File: src/e2e7_pkg.sv
// shared types, codes and helpers for the profile 7 receive checker
package e2e7_pkg;

    localparam int LEN_W      = 23;
    localparam int OFFSET_W   = 22;
    localparam int ADDR_W     = 5;
    localparam int FIFO_DEPTH = 4;
    localparam int FIFO_AW    = 2;

    localparam logic [LEN_W-1:0] MAX_MSG_BYTES = 23'd4194304;
    localparam logic [LEN_W-1:0] HDR_BYTES     = 23'd20;

    // header layout, positions relative to the header offset
    localparam logic [4:0] HDR_CRC_END = 5'd8;
    localparam logic [4:0] HDR_LEN_END = 5'd12;
    localparam logic [4:0] HDR_CNT_END = 5'd16;

    localparam logic [63:0] CRC_POLY = 64'hC96C5795D7870F42;
    localparam logic [63:0] ONES_64  = 64'hFFFFFFFFFFFFFFFF;

    localparam logic CMD_DATA    = 1'b0;
    localparam logic CMD_NO_DATA = 1'b1;

    localparam logic RC_OK          = 1'b0;
    localparam logic RC_WRONG_INPUT = 1'b1;

    localparam logic [2:0] ST_OK        = 3'd0;
    localparam logic [2:0] ST_SOME_LOST = 3'd1;
    localparam logic [2:0] ST_ERROR     = 3'd2;
    localparam logic [2:0] ST_REPEATED  = 3'd3;
    localparam logic [2:0] ST_NO_DATA   = 3'd4;
    localparam logic [2:0] ST_WRONG_SEQ = 3'd5;

    localparam logic [2:0] REG_HEADER_OFFSET     = 3'd0;
    localparam logic [2:0] REG_EXPECTED_DATA_ID  = 3'd1;
    localparam logic [2:0] REG_MAX_COUNTER_DELTA = 3'd2;
    localparam logic [2:0] REG_MIN_LENGTH        = 3'd3;
    localparam logic [2:0] REG_MAX_LENGTH        = 3'd4;

    typedef struct packed {
        logic [OFFSET_W-1:0] header_offset;
        logic [31:0]         expected_data_id;
        logic [30:0]         max_counter_delta;
        logic [LEN_W-1:0]    min_length;
        logic [LEN_W-1:0]    max_length;
    } t_cfg;

    typedef struct packed {
        logic       command;
        logic [7:0] data_byte;
        logic       last_byte;
    } t_item;

    typedef struct packed {
        logic        return_code;
        logic [2:0]  status;
        logic [31:0] received_counter;
    } t_result;

    typedef struct packed {
        logic [63:0]      crc_accum;
        logic [LEN_W-1:0] byte_count;
        logic [31:0]      rx_length;
        logic [31:0]      rx_counter;
        logic [31:0]      rx_data_id;
        logic [63:0]      rx_crc;
        logic [31:0]      last_counter;
        logic [2:0]       last_status;
    } t_ctx;

    localparam t_ctx CTX_RESET = '{
        crc_accum:    ONES_64,
        byte_count:   '0,
        rx_length:    '0,
        rx_counter:   '0,
        rx_data_id:   '0,
        rx_crc:       '0,
        last_counter: 32'hFFFFFFFF,
        last_status:  ST_ERROR
    };

    // per-message fields back to reset, sequence history kept
    function automatic t_ctx clear_msg(input t_ctx ctx);
        t_ctx c;
        c              = CTX_RESET;
        c.last_counter = ctx.last_counter;
        c.last_status  = ctx.last_status;
        return c;
    endfunction

    // reflected crc-64 ecma-182, one byte
    function automatic logic [63:0] crc64_byte(input logic [63:0] crc, input logic [7:0] b);
        logic [63:0] c;
        c = crc ^ {56'd0, b};
        for (int k = 0; k < 8; k++) begin
            c = c[0] ? ((c >> 1) ^ CRC_POLY) : (c >> 1);
        end
        return c;
    endfunction

endpackage

File: src/e2e7_update.sv
// per-byte context update and end-of-message verdict
module e2e7_update (
    input  e2e7_pkg::t_cfg    i_cfg,
    input  e2e7_pkg::t_ctx    i_ctx,
    input  e2e7_pkg::t_item   i_item,
    output e2e7_pkg::t_ctx    o_ctx,
    output logic              o_res_valid,
    output e2e7_pkg::t_result o_res
);
    import e2e7_pkg::*;

    t_ctx             ctx_take;
    logic [LEN_W:0]   pos_diff;
    logic             in_hdr;
    logic [4:0]       rel;
    logic             overflow;
    logic [LEN_W-1:0] hdr_end;
    logic             wrong_input;
    logic             bad_msg;
    logic [31:0]      delta;
    logic [2:0]       seq_st;

    always_comb begin
        pos_diff = {1'b0, i_ctx.byte_count} - {2'b00, i_cfg.header_offset};
        in_hdr   = !pos_diff[LEN_W] && (pos_diff[LEN_W-1:0] < HDR_BYTES);
        rel      = pos_diff[4:0];
        overflow = (i_ctx.byte_count >= MAX_MSG_BYTES);

        ctx_take = i_ctx;
        if (!overflow) begin
            ctx_take.byte_count = i_ctx.byte_count + LEN_W'(1);
            if (in_hdr && (rel < HDR_CRC_END)) begin
                // crc field is captured but not covered
                ctx_take.rx_crc = {i_ctx.rx_crc[55:0], i_item.data_byte};
            end else begin
                ctx_take.crc_accum = crc64_byte(i_ctx.crc_accum, i_item.data_byte);
                if (in_hdr) begin
                    if (rel < HDR_LEN_END) begin
                        ctx_take.rx_length = {i_ctx.rx_length[23:0], i_item.data_byte};
                    end else if (rel < HDR_CNT_END) begin
                        ctx_take.rx_counter = {i_ctx.rx_counter[23:0], i_item.data_byte};
                    end else begin
                        ctx_take.rx_data_id = {i_ctx.rx_data_id[23:0], i_item.data_byte};
                    end
                end
            end
        end
    end

    always_comb begin
        hdr_end     = {1'b0, i_cfg.header_offset} + HDR_BYTES;
        wrong_input = overflow ||
                      (ctx_take.byte_count < i_cfg.min_length) ||
                      (ctx_take.byte_count > i_cfg.max_length) ||
                      (ctx_take.byte_count < hdr_end);
        bad_msg     = ((ctx_take.crc_accum ^ ONES_64) != ctx_take.rx_crc) ||
                      (ctx_take.rx_data_id != i_cfg.expected_data_id) ||
                      (ctx_take.rx_length != 32'(ctx_take.byte_count));
        delta       = ctx_take.rx_counter - i_ctx.last_counter;
        if (delta > {1'b0, i_cfg.max_counter_delta}) begin
            seq_st = ST_WRONG_SEQ;
        end else if (delta == 32'd0) begin
            seq_st = ST_REPEATED;
        end else if (delta == 32'd1) begin
            seq_st = ST_OK;
        end else begin
            seq_st = ST_SOME_LOST;
        end
    end

    always_comb begin
        o_ctx       = ctx_take;
        o_res_valid = 1'b0;
        o_res       = '0;
        if (i_item.command == CMD_NO_DATA) begin
            o_ctx             = clear_msg(i_ctx);
            o_ctx.last_status = ST_NO_DATA;
            o_res_valid       = 1'b1;
            o_res.return_code = RC_OK;
            o_res.status      = ST_NO_DATA;
        end else if (i_item.last_byte) begin
            o_ctx       = clear_msg(ctx_take);
            o_res_valid = 1'b1;
            if (wrong_input) begin
                o_res.return_code = RC_WRONG_INPUT;
                o_res.status      = i_ctx.last_status;
            end else if (bad_msg) begin
                o_res.return_code      = RC_OK;
                o_res.status           = ST_ERROR;
                o_res.received_counter = ctx_take.rx_counter;
                o_ctx.last_status      = ST_ERROR;
            end else begin
                o_res.return_code      = RC_OK;
                o_res.status           = seq_st;
                o_res.received_counter = ctx_take.rx_counter;
                o_ctx.last_status      = seq_st;
                o_ctx.last_counter     = ctx_take.rx_counter;
            end
        end
    end

endmodule

File: config.mk
export PLATFORM = sky130hd
export DESIGN_NAME = e2e7_update
export DESIGN_NICKNAME = d
export VERILOG_FILES = /design/src/e2e7_pkg.sv /design/src/e2e7_update.sv
export SDC_FILE = /design/constraint.sdc
export NUM_CORES = 1
export LEC_CHECK = 0
export BUFFER_PORTS_ARGS = -buffer_cell sky130_fd_sc_hd__buf_4
export CORE_AREA = 2 2 291 293
export DETAILED_ROUTE_END_ITERATION = 16
export DIE_AREA = 0 0 293 295
export PLACE_DENSITY_LB_ADDON = 0.05
export RECOVER_POWER = 50
export SLEW_MARGIN = 25
export SYNTH_ARGS = -nofsm -noshare
export SYNTH_HDL_FRONTEND = slang
export SYNTH_SLANG_ARGS = --single-unit
File: constraint.sdc
create_clock -name vclk -period 8.1
set_input_delay 0 -clock vclk [all_inputs]
set_output_delay 0 -clock vclk [all_outputs]
set_load 0.03 [all_outputs]
==> impl_results.md, run 1 <==
* Run status: finished, violations left
* Violated checks: capacitance limit, slew limit
* Max capacitance violation total at 3
* Worst Hold Margin at 0.332 ns
* Number of optimization iterations in the first detailed-route pass at 5
* Critical Path Most Common Cell: sky130_fd_sc_hd__a21o_1
* Gate count of the mapped netlist at 2279
* Final routed wire length divided by cell count at 28.7 um
* Largest cells by area after synthesis: sky130_fd_sc_hd__xnor2_1 15%, sky130_fd_sc_hd__ha_1 13%, sky130_fd_sc_hd__mux2i_1 8.5%, sky130_fd_sc_hd__nand2_1 6.8%, sky130_fd_sc_hd__xor2_1 6.0%
* Global-route wire length before repair at 166000 um
* Total die area at slightly below 90000 um2
* Beginning of the worst hold path: i_ctx[0]
* Critical path capture point type: output pin
* IO Count at 742
* Sequential cell count of the final layout at 0
* Post-Place Cell Area at 23600 um2
* Cell type of the slowest stage on the worst timing path: sky130_fd_sc_hd__or4_4
* Yosys warnings at 0
* Width of the die at 293 um
* Critical path launch point: i_cfg[113]
* Tightest Pin Transition at 2.16 ns
* Mapped Area at 15000 um2
* Setup violations, final at 0
* Final Wtd Congestion at 0.907
* Vias in the first global route at 21300
* Multi-input logic area at 14200 um2
* Rel. slew slack at -0.451
* Antenna violation net count after detailed routing at 0
* Fill count at about 9400
* Input/output buffers at 742
* Final period util at 0.973
* Most common cell after layout, fill and taps aside: sky130_fd_sc_hd__buf_4
* Final routed DRC violation total at 0
* Synthesized area per cell at 6.58 um2
* Distinct cell type count of the synthesized netlist at 83
* P&R area growth vs syn at 61.1%
* Die height at 295 um
* GRT Util Overall at 0.268
* Leading area contributor after synthesis: sky130_fd_sc_hd__xnor2_1
* Static Leak at 11.6 nW
* Initial antenna violation count at 7
* Met1 track demand over resource at 0.323
* Total grt overflow at 0
* RSZ-0062 raised after global routing: yes
* Highest-count cells in the layout ignoring fill and taps: 1007 x sky130_fd_sc_hd__buf_4, 268 x sky130_fd_sc_hd__nand2_1, 255 x sky130_fd_sc_hd__xnor2_1
* Arrival @ worst endpoint at 7.88 ns
* GR peak layer: met2
* Maximum clock frequency at approximately 0.13 GHz
* Hold violation count in the final report at 0
* Total via count after detailed routing at 20700
* Final Slew Violations at 139
* Met2 layer usage reported by global route at 0.505
* Power Density at just over 100 nW/um2
* Vias per cell at between 4 and 5
* Post-Syn Nets at 2856
* # clk buffers at 0
* Pin count of the biggest net entering global routing at 70
* Rows at ~110
* Fin nets at 3784
* Cells after DPL at 4271
* Max FO, Critical Path at 7
* Worst vdd ir at 0.0000545 V
* Non-filler instance count after layout at 4287
* Total detailed-routing wirelength at between 100000 and 150000 um
* Crit start category: primary input
* Core footprint at 83200 um2
* Crit path largest cell delay at 0.56 ns
* Clock period minus final worst setup slack at 7.88 ns
* Portion of synthesized cell area occupied by the leading cell type at 0.150
* Required time at the worst-slack endpoint at 8.10 ns
* Share of the yosys chip area belonging to registers at 0
* Summed area of non-filler cells in the final layout at 24200 um2
* HPWL reported at the end of detailed placement at 108000 um
* Min-Delay Path Class: in -> out
* DR iter-0 viols at about 1300
* Initial Util at 0.180
* Share of cells above drive strength 1 at 0.356
* Crit Path Class: in -> out
* Total area of sequential cells at 0 um2
* GR Layer Usage met3 at 0.0368
-- final timing paths --
check | slack [ns] | to | cells past startpoint
worst max-delay path | 0.22 | o_ctx[1] | 38
worst min-delay path | 0.33 | o_res[32] | 4
-- cell usage after synthesis, drive strengths merged, types with 6 or more instances --
cell type	count
nand4	49
or4	15
a21o	49
inv	225
nand3	61
mux2i	127
and2	22
nor3	41
and4	6
ha	153
o21ai	61
o2111ai	13
or2	9
buf	30
nor4	32
a21oi	165
nor3b	7
a221o	6
a211oi	20
or3	11
nand2b	24
o211ai	51
o21a	12
nor2b	21
and3	12
xnor2	266
o31ai	10
o22ai	13
xor2	108
a211o	7
mux2	9
nor2	205
a31oi	10
o21bai	6
a2111oi	14
nand2	271
clkbuf	76
-- where the power goes --
part	switching (mW)	internal, mW	leakage (nW)	total, mW
Combinational	1.45	0.981	11.6	2.43
Sequential	0	0	0	0
Clock	0	0.0000000334	0.0000127	0.0000000334
-- area by class of cell --
| class | count | share of cell area |
|---|---|---|
| antenna | 2 | 0.000207 |
| inverter | 226 | 0.0356 |
| multi-input combinational | 1947 | 0.587 |
| tap | 1080 | 0.0559 |
| timing repair buffer | 1032 | 0.321 |
-- cell families (layout without fill, tap and decap cells) --
group / Yosys count / after routing / synth area share
multiplexers: 136 / 136 / 0.0915
AO/OA/AOI/OAI: 485 / 485 / 0.214
buffers and inverters: 332 / 1258 / 0.0864
AND/OR/NAND/NOR: 797 / 797 / 0.251
adder cells (fa/ha/maj): 154 / 154 / 0.129
other: 0 / 2 / 0
XOR/XNOR: 375 / 375 / 0.228
-- through the flow --
stage	utilization	setup WS, ns	power, mW	TNS [ns]
floorplan	-	0.0362	1.28	0
global placement	0.284	-0.578	2.37	-2.40
detailed placement	0.284	-0.628	2.36	-2.64
CTS	0.286	0.00746	2.39	0
global route	0.291	-0.253	2.58	-0.858
finish	0.291	0.217	2.43	0
-- what timing repair did --
action                                  in CTS  in global routing
hold buffers                                 0                  0
resized for setup                           34                 80
pin swaps                                   15                 49
gates cloned                                 0                  1
endpoints found under the setup margin       6                  6
setup buffers                                4                 10
-- worst max-delay path: cells and delay by family --
| kind | cells | cell delay (ns) |
|---|---|---|
| adders and majority gates | 3 | 0.84 |
| buffers and inverters | 5 | 0.64 |
| AOI/OAI and AO/OA | 20 | 3.90 |
| and+or+nand+nor | 9 | 2.29 |
| xor gates and xnor gates | 1 | 0.20 |
-- per-layer routing --
| metal | up-vias | wire, um |
|---|---|---|
| met2 | 725 | 63100 |
| met5 | - | 62 |
| met4 | 10 | 3210 |
| met1 | 10100 | 50100 |
| met3 | 122 | 6510 |
| li1 | 9801 | - |
No activity file was read; power rests on OpenSTA's default activity.
==> inputs of run 2 (changes only) <==
==> constraint.sdc (replaced) <==
create_clock -name vclk -period 8.1
set_input_delay 0.405 -clock vclk [all_inputs]
set_output_delay 0.405 -clock vclk [all_outputs]
set_load 0.03 [all_outputs]
==> run 2 against run 1 <==
The flow finishes with violations (capacitance limit, slew limit, setup timing). Power up 2.2%. Combinational power grew 2%. Count of clock-buffer cells in the layout unchanged. Global-route usage shrank 0.11 points. Non-clock buffer count increased by 55. Sequential share of layout area did not move. Die area stayed put. Cell area rose by 1.0%. Wire length decreased by 1.1%. Via count grew 0.95%. Fmax down 8.1%. Critical path depth decreased by 1. Highest routed layer unchanged.
==> impl_results.md, run 2 (synthesis gave the netlist of run 1 again) <==
* IO Count at 742
* Die height at slightly below 300 um
* DR iter-0 viols at approximately 1200
* Number of optimization iterations in the first detailed-route pass at 5
* Static Leak at 11.4 nW
* Final routed DRC violation total at 0
* Multi-input logic area at 14500 um2
* HPWL reported at the end of detailed placement at 107000 um
* Hold violation count in the final report at 0
* Input/output buffers at 742
* Min-Delay Path Class: in -> out
* Core footprint at 83200 um2
* Total die area at 86400 um2
* Initial antenna violation count at 11
* Crit start category: primary input
* Global-route wire length before repair at 166000 um
* Width of the die at 293 um
* RSZ-0062 raised after global routing: yes
* Antenna violation net count after detailed routing at 0
* Pin count of the biggest net entering global routing at 102
* Detailed-routing wirelength on met1 at 50800 um
* Worst Hold Margin at around 1.2 ns
* Fin nets at 3839
* Vias in the first global route at 21700
* Rel. slew slack at -2.07
* Total grt overflow at 0
* Crit path largest cell delay at 0.55 ns
* Vias per cell at roughly 4.8
* P&R area growth vs syn at 62.8%
* Setup violations, final at 38
* Final Slew Violations at 190
* PnR Total Power at roughly 2.5 mW
* Max capacitance violation total at 3
* Max FO, Critical Path at 7
* Initial Util at 0.180
* Cell type of the slowest stage on the worst timing path: sky130_fd_sc_hd__or4_4
* Crit Path Class: in -> out
* Uppermost signal routing layer after detailed routing: met5
* GRT Util Overall at 0.267
* Required time at the worst-slack endpoint at 7.70 ns
* Fill count at 9445
* Critical path capture point type: output pin
* Violated checks: capacitance limit, slew limit, setup timing
* Met3 wire length at 6600 um
* Run status: finished, violations left
* Maximum clock frequency at 0.117 GHz
* Total detailed-routing wirelength at 122000 um
* Routed wire length on met2 at about 60000 um
* # clk buffers at 0
* Total via count after detailed routing at 20900
* Power Density at around 100 nW/um2
* Final period util at 1.06
* Number of hold buffers added after CTS at 0
* Total area of sequential cells at 0 um2
* Rows at around 110
* Most common cell after layout, fill and taps aside: sky130_fd_sc_hd__buf_4
* Worst vdd ir at 0.0000526 V
* Arrival @ worst endpoint at 8.18 ns
* Share of cells above drive strength 1 at 0.337
* Final routed wire length divided by cell count at ~28 um
* Highest-count cells in the layout ignoring fill and taps: 917 x sky130_fd_sc_hd__buf_4, 267 x sky130_fd_sc_hd__nand2_1, 254 x sky130_fd_sc_hd__xnor2_1
* Clock period minus final worst setup slack at ~8.6 ns
* Sequential cell count of the final layout at 0
* Final Wtd Congestion at 0.900
* Worst-case setup margin in the final layout at -0.481 ns
* Tightest Pin Transition at approximately 4.6 ns
run 2: through the flow:
| step | util | cells | TNS, ns | worst slack, ns | instance area, um2 |
|---|---|---|---|---|---|
| 3_3_place_gp | 0.291 | 4317 | -5.58 | -1.08 | 24200 |
| 4_1_cts | 0.297 | 4333 | -1.99 | -0.494 | 24700 |
| 2_1_floorplan | - | 2279 | 0 | 0.00341 | 15300 |
| 3_5_place_dp | 0.291 | 4317 | -5.14 | -1.01 | 24200 |
| 5_1_grt | 0.294 | 4346 | -26.33 | -0.891 | 24400 |
| 6_report | 0.294 | 4347 | -11.91 | -0.481 | 24400 |
run 2: cell type report:
class / count / area share
Inverter: 226 / 0.0352
Timing Repair Buffer: 1087 / 0.317
Tap cell: 1080 / 0.0553
Antenna cell: 7 / 0.000717
Multi-Input combinational cell: 1947 / 0.592
run 2: worst max-delay path, delay by kind of cell:
kind / cells / cell delay (ns)
compound gates: 14 / 2.87
simple gates: 12 / 2.79
fa+ha+maj: 4 / 1.19
buf+inv: 5 / 0.56
mux: 1 / 0.20
xor+xnor: 1 / 0.14
run 2: power breakdown:
part / total, mW / switching, mW / internal [mW]
clock network: 0.000000106 / 0 / 0.000000106
logic: 2.49 / 1.48 / 1.00
registers: 0 / 0 / 0
run 2: final timing paths:
| path | from | endpoint | slack [ns] | cells past startpoint |
|---|---|---|---|---|
| worst min-delay path | i_ctx[0] | o_res[32] | 1.16 | 4 |
| worst max-delay path | i_cfg[115] | o_ctx[1] | -0.48 | 37 |
run 2: metal layers:
metal / vias up / track usage
li1: 9904 / -
met1: 10100 / 0.327
met2: 796 / 0.483
met3: 132 / 0.0403
met4: 10 / 0.0692
met5: - / 0
run 2: timing repair:
item,CTS,global route
buffers inserted,18,8
gates resized for setup,93,38
cloned,0,0
pin swaps,27,29
endpoints found under the hold margin,0,0
setup endpoints to repair,6,6
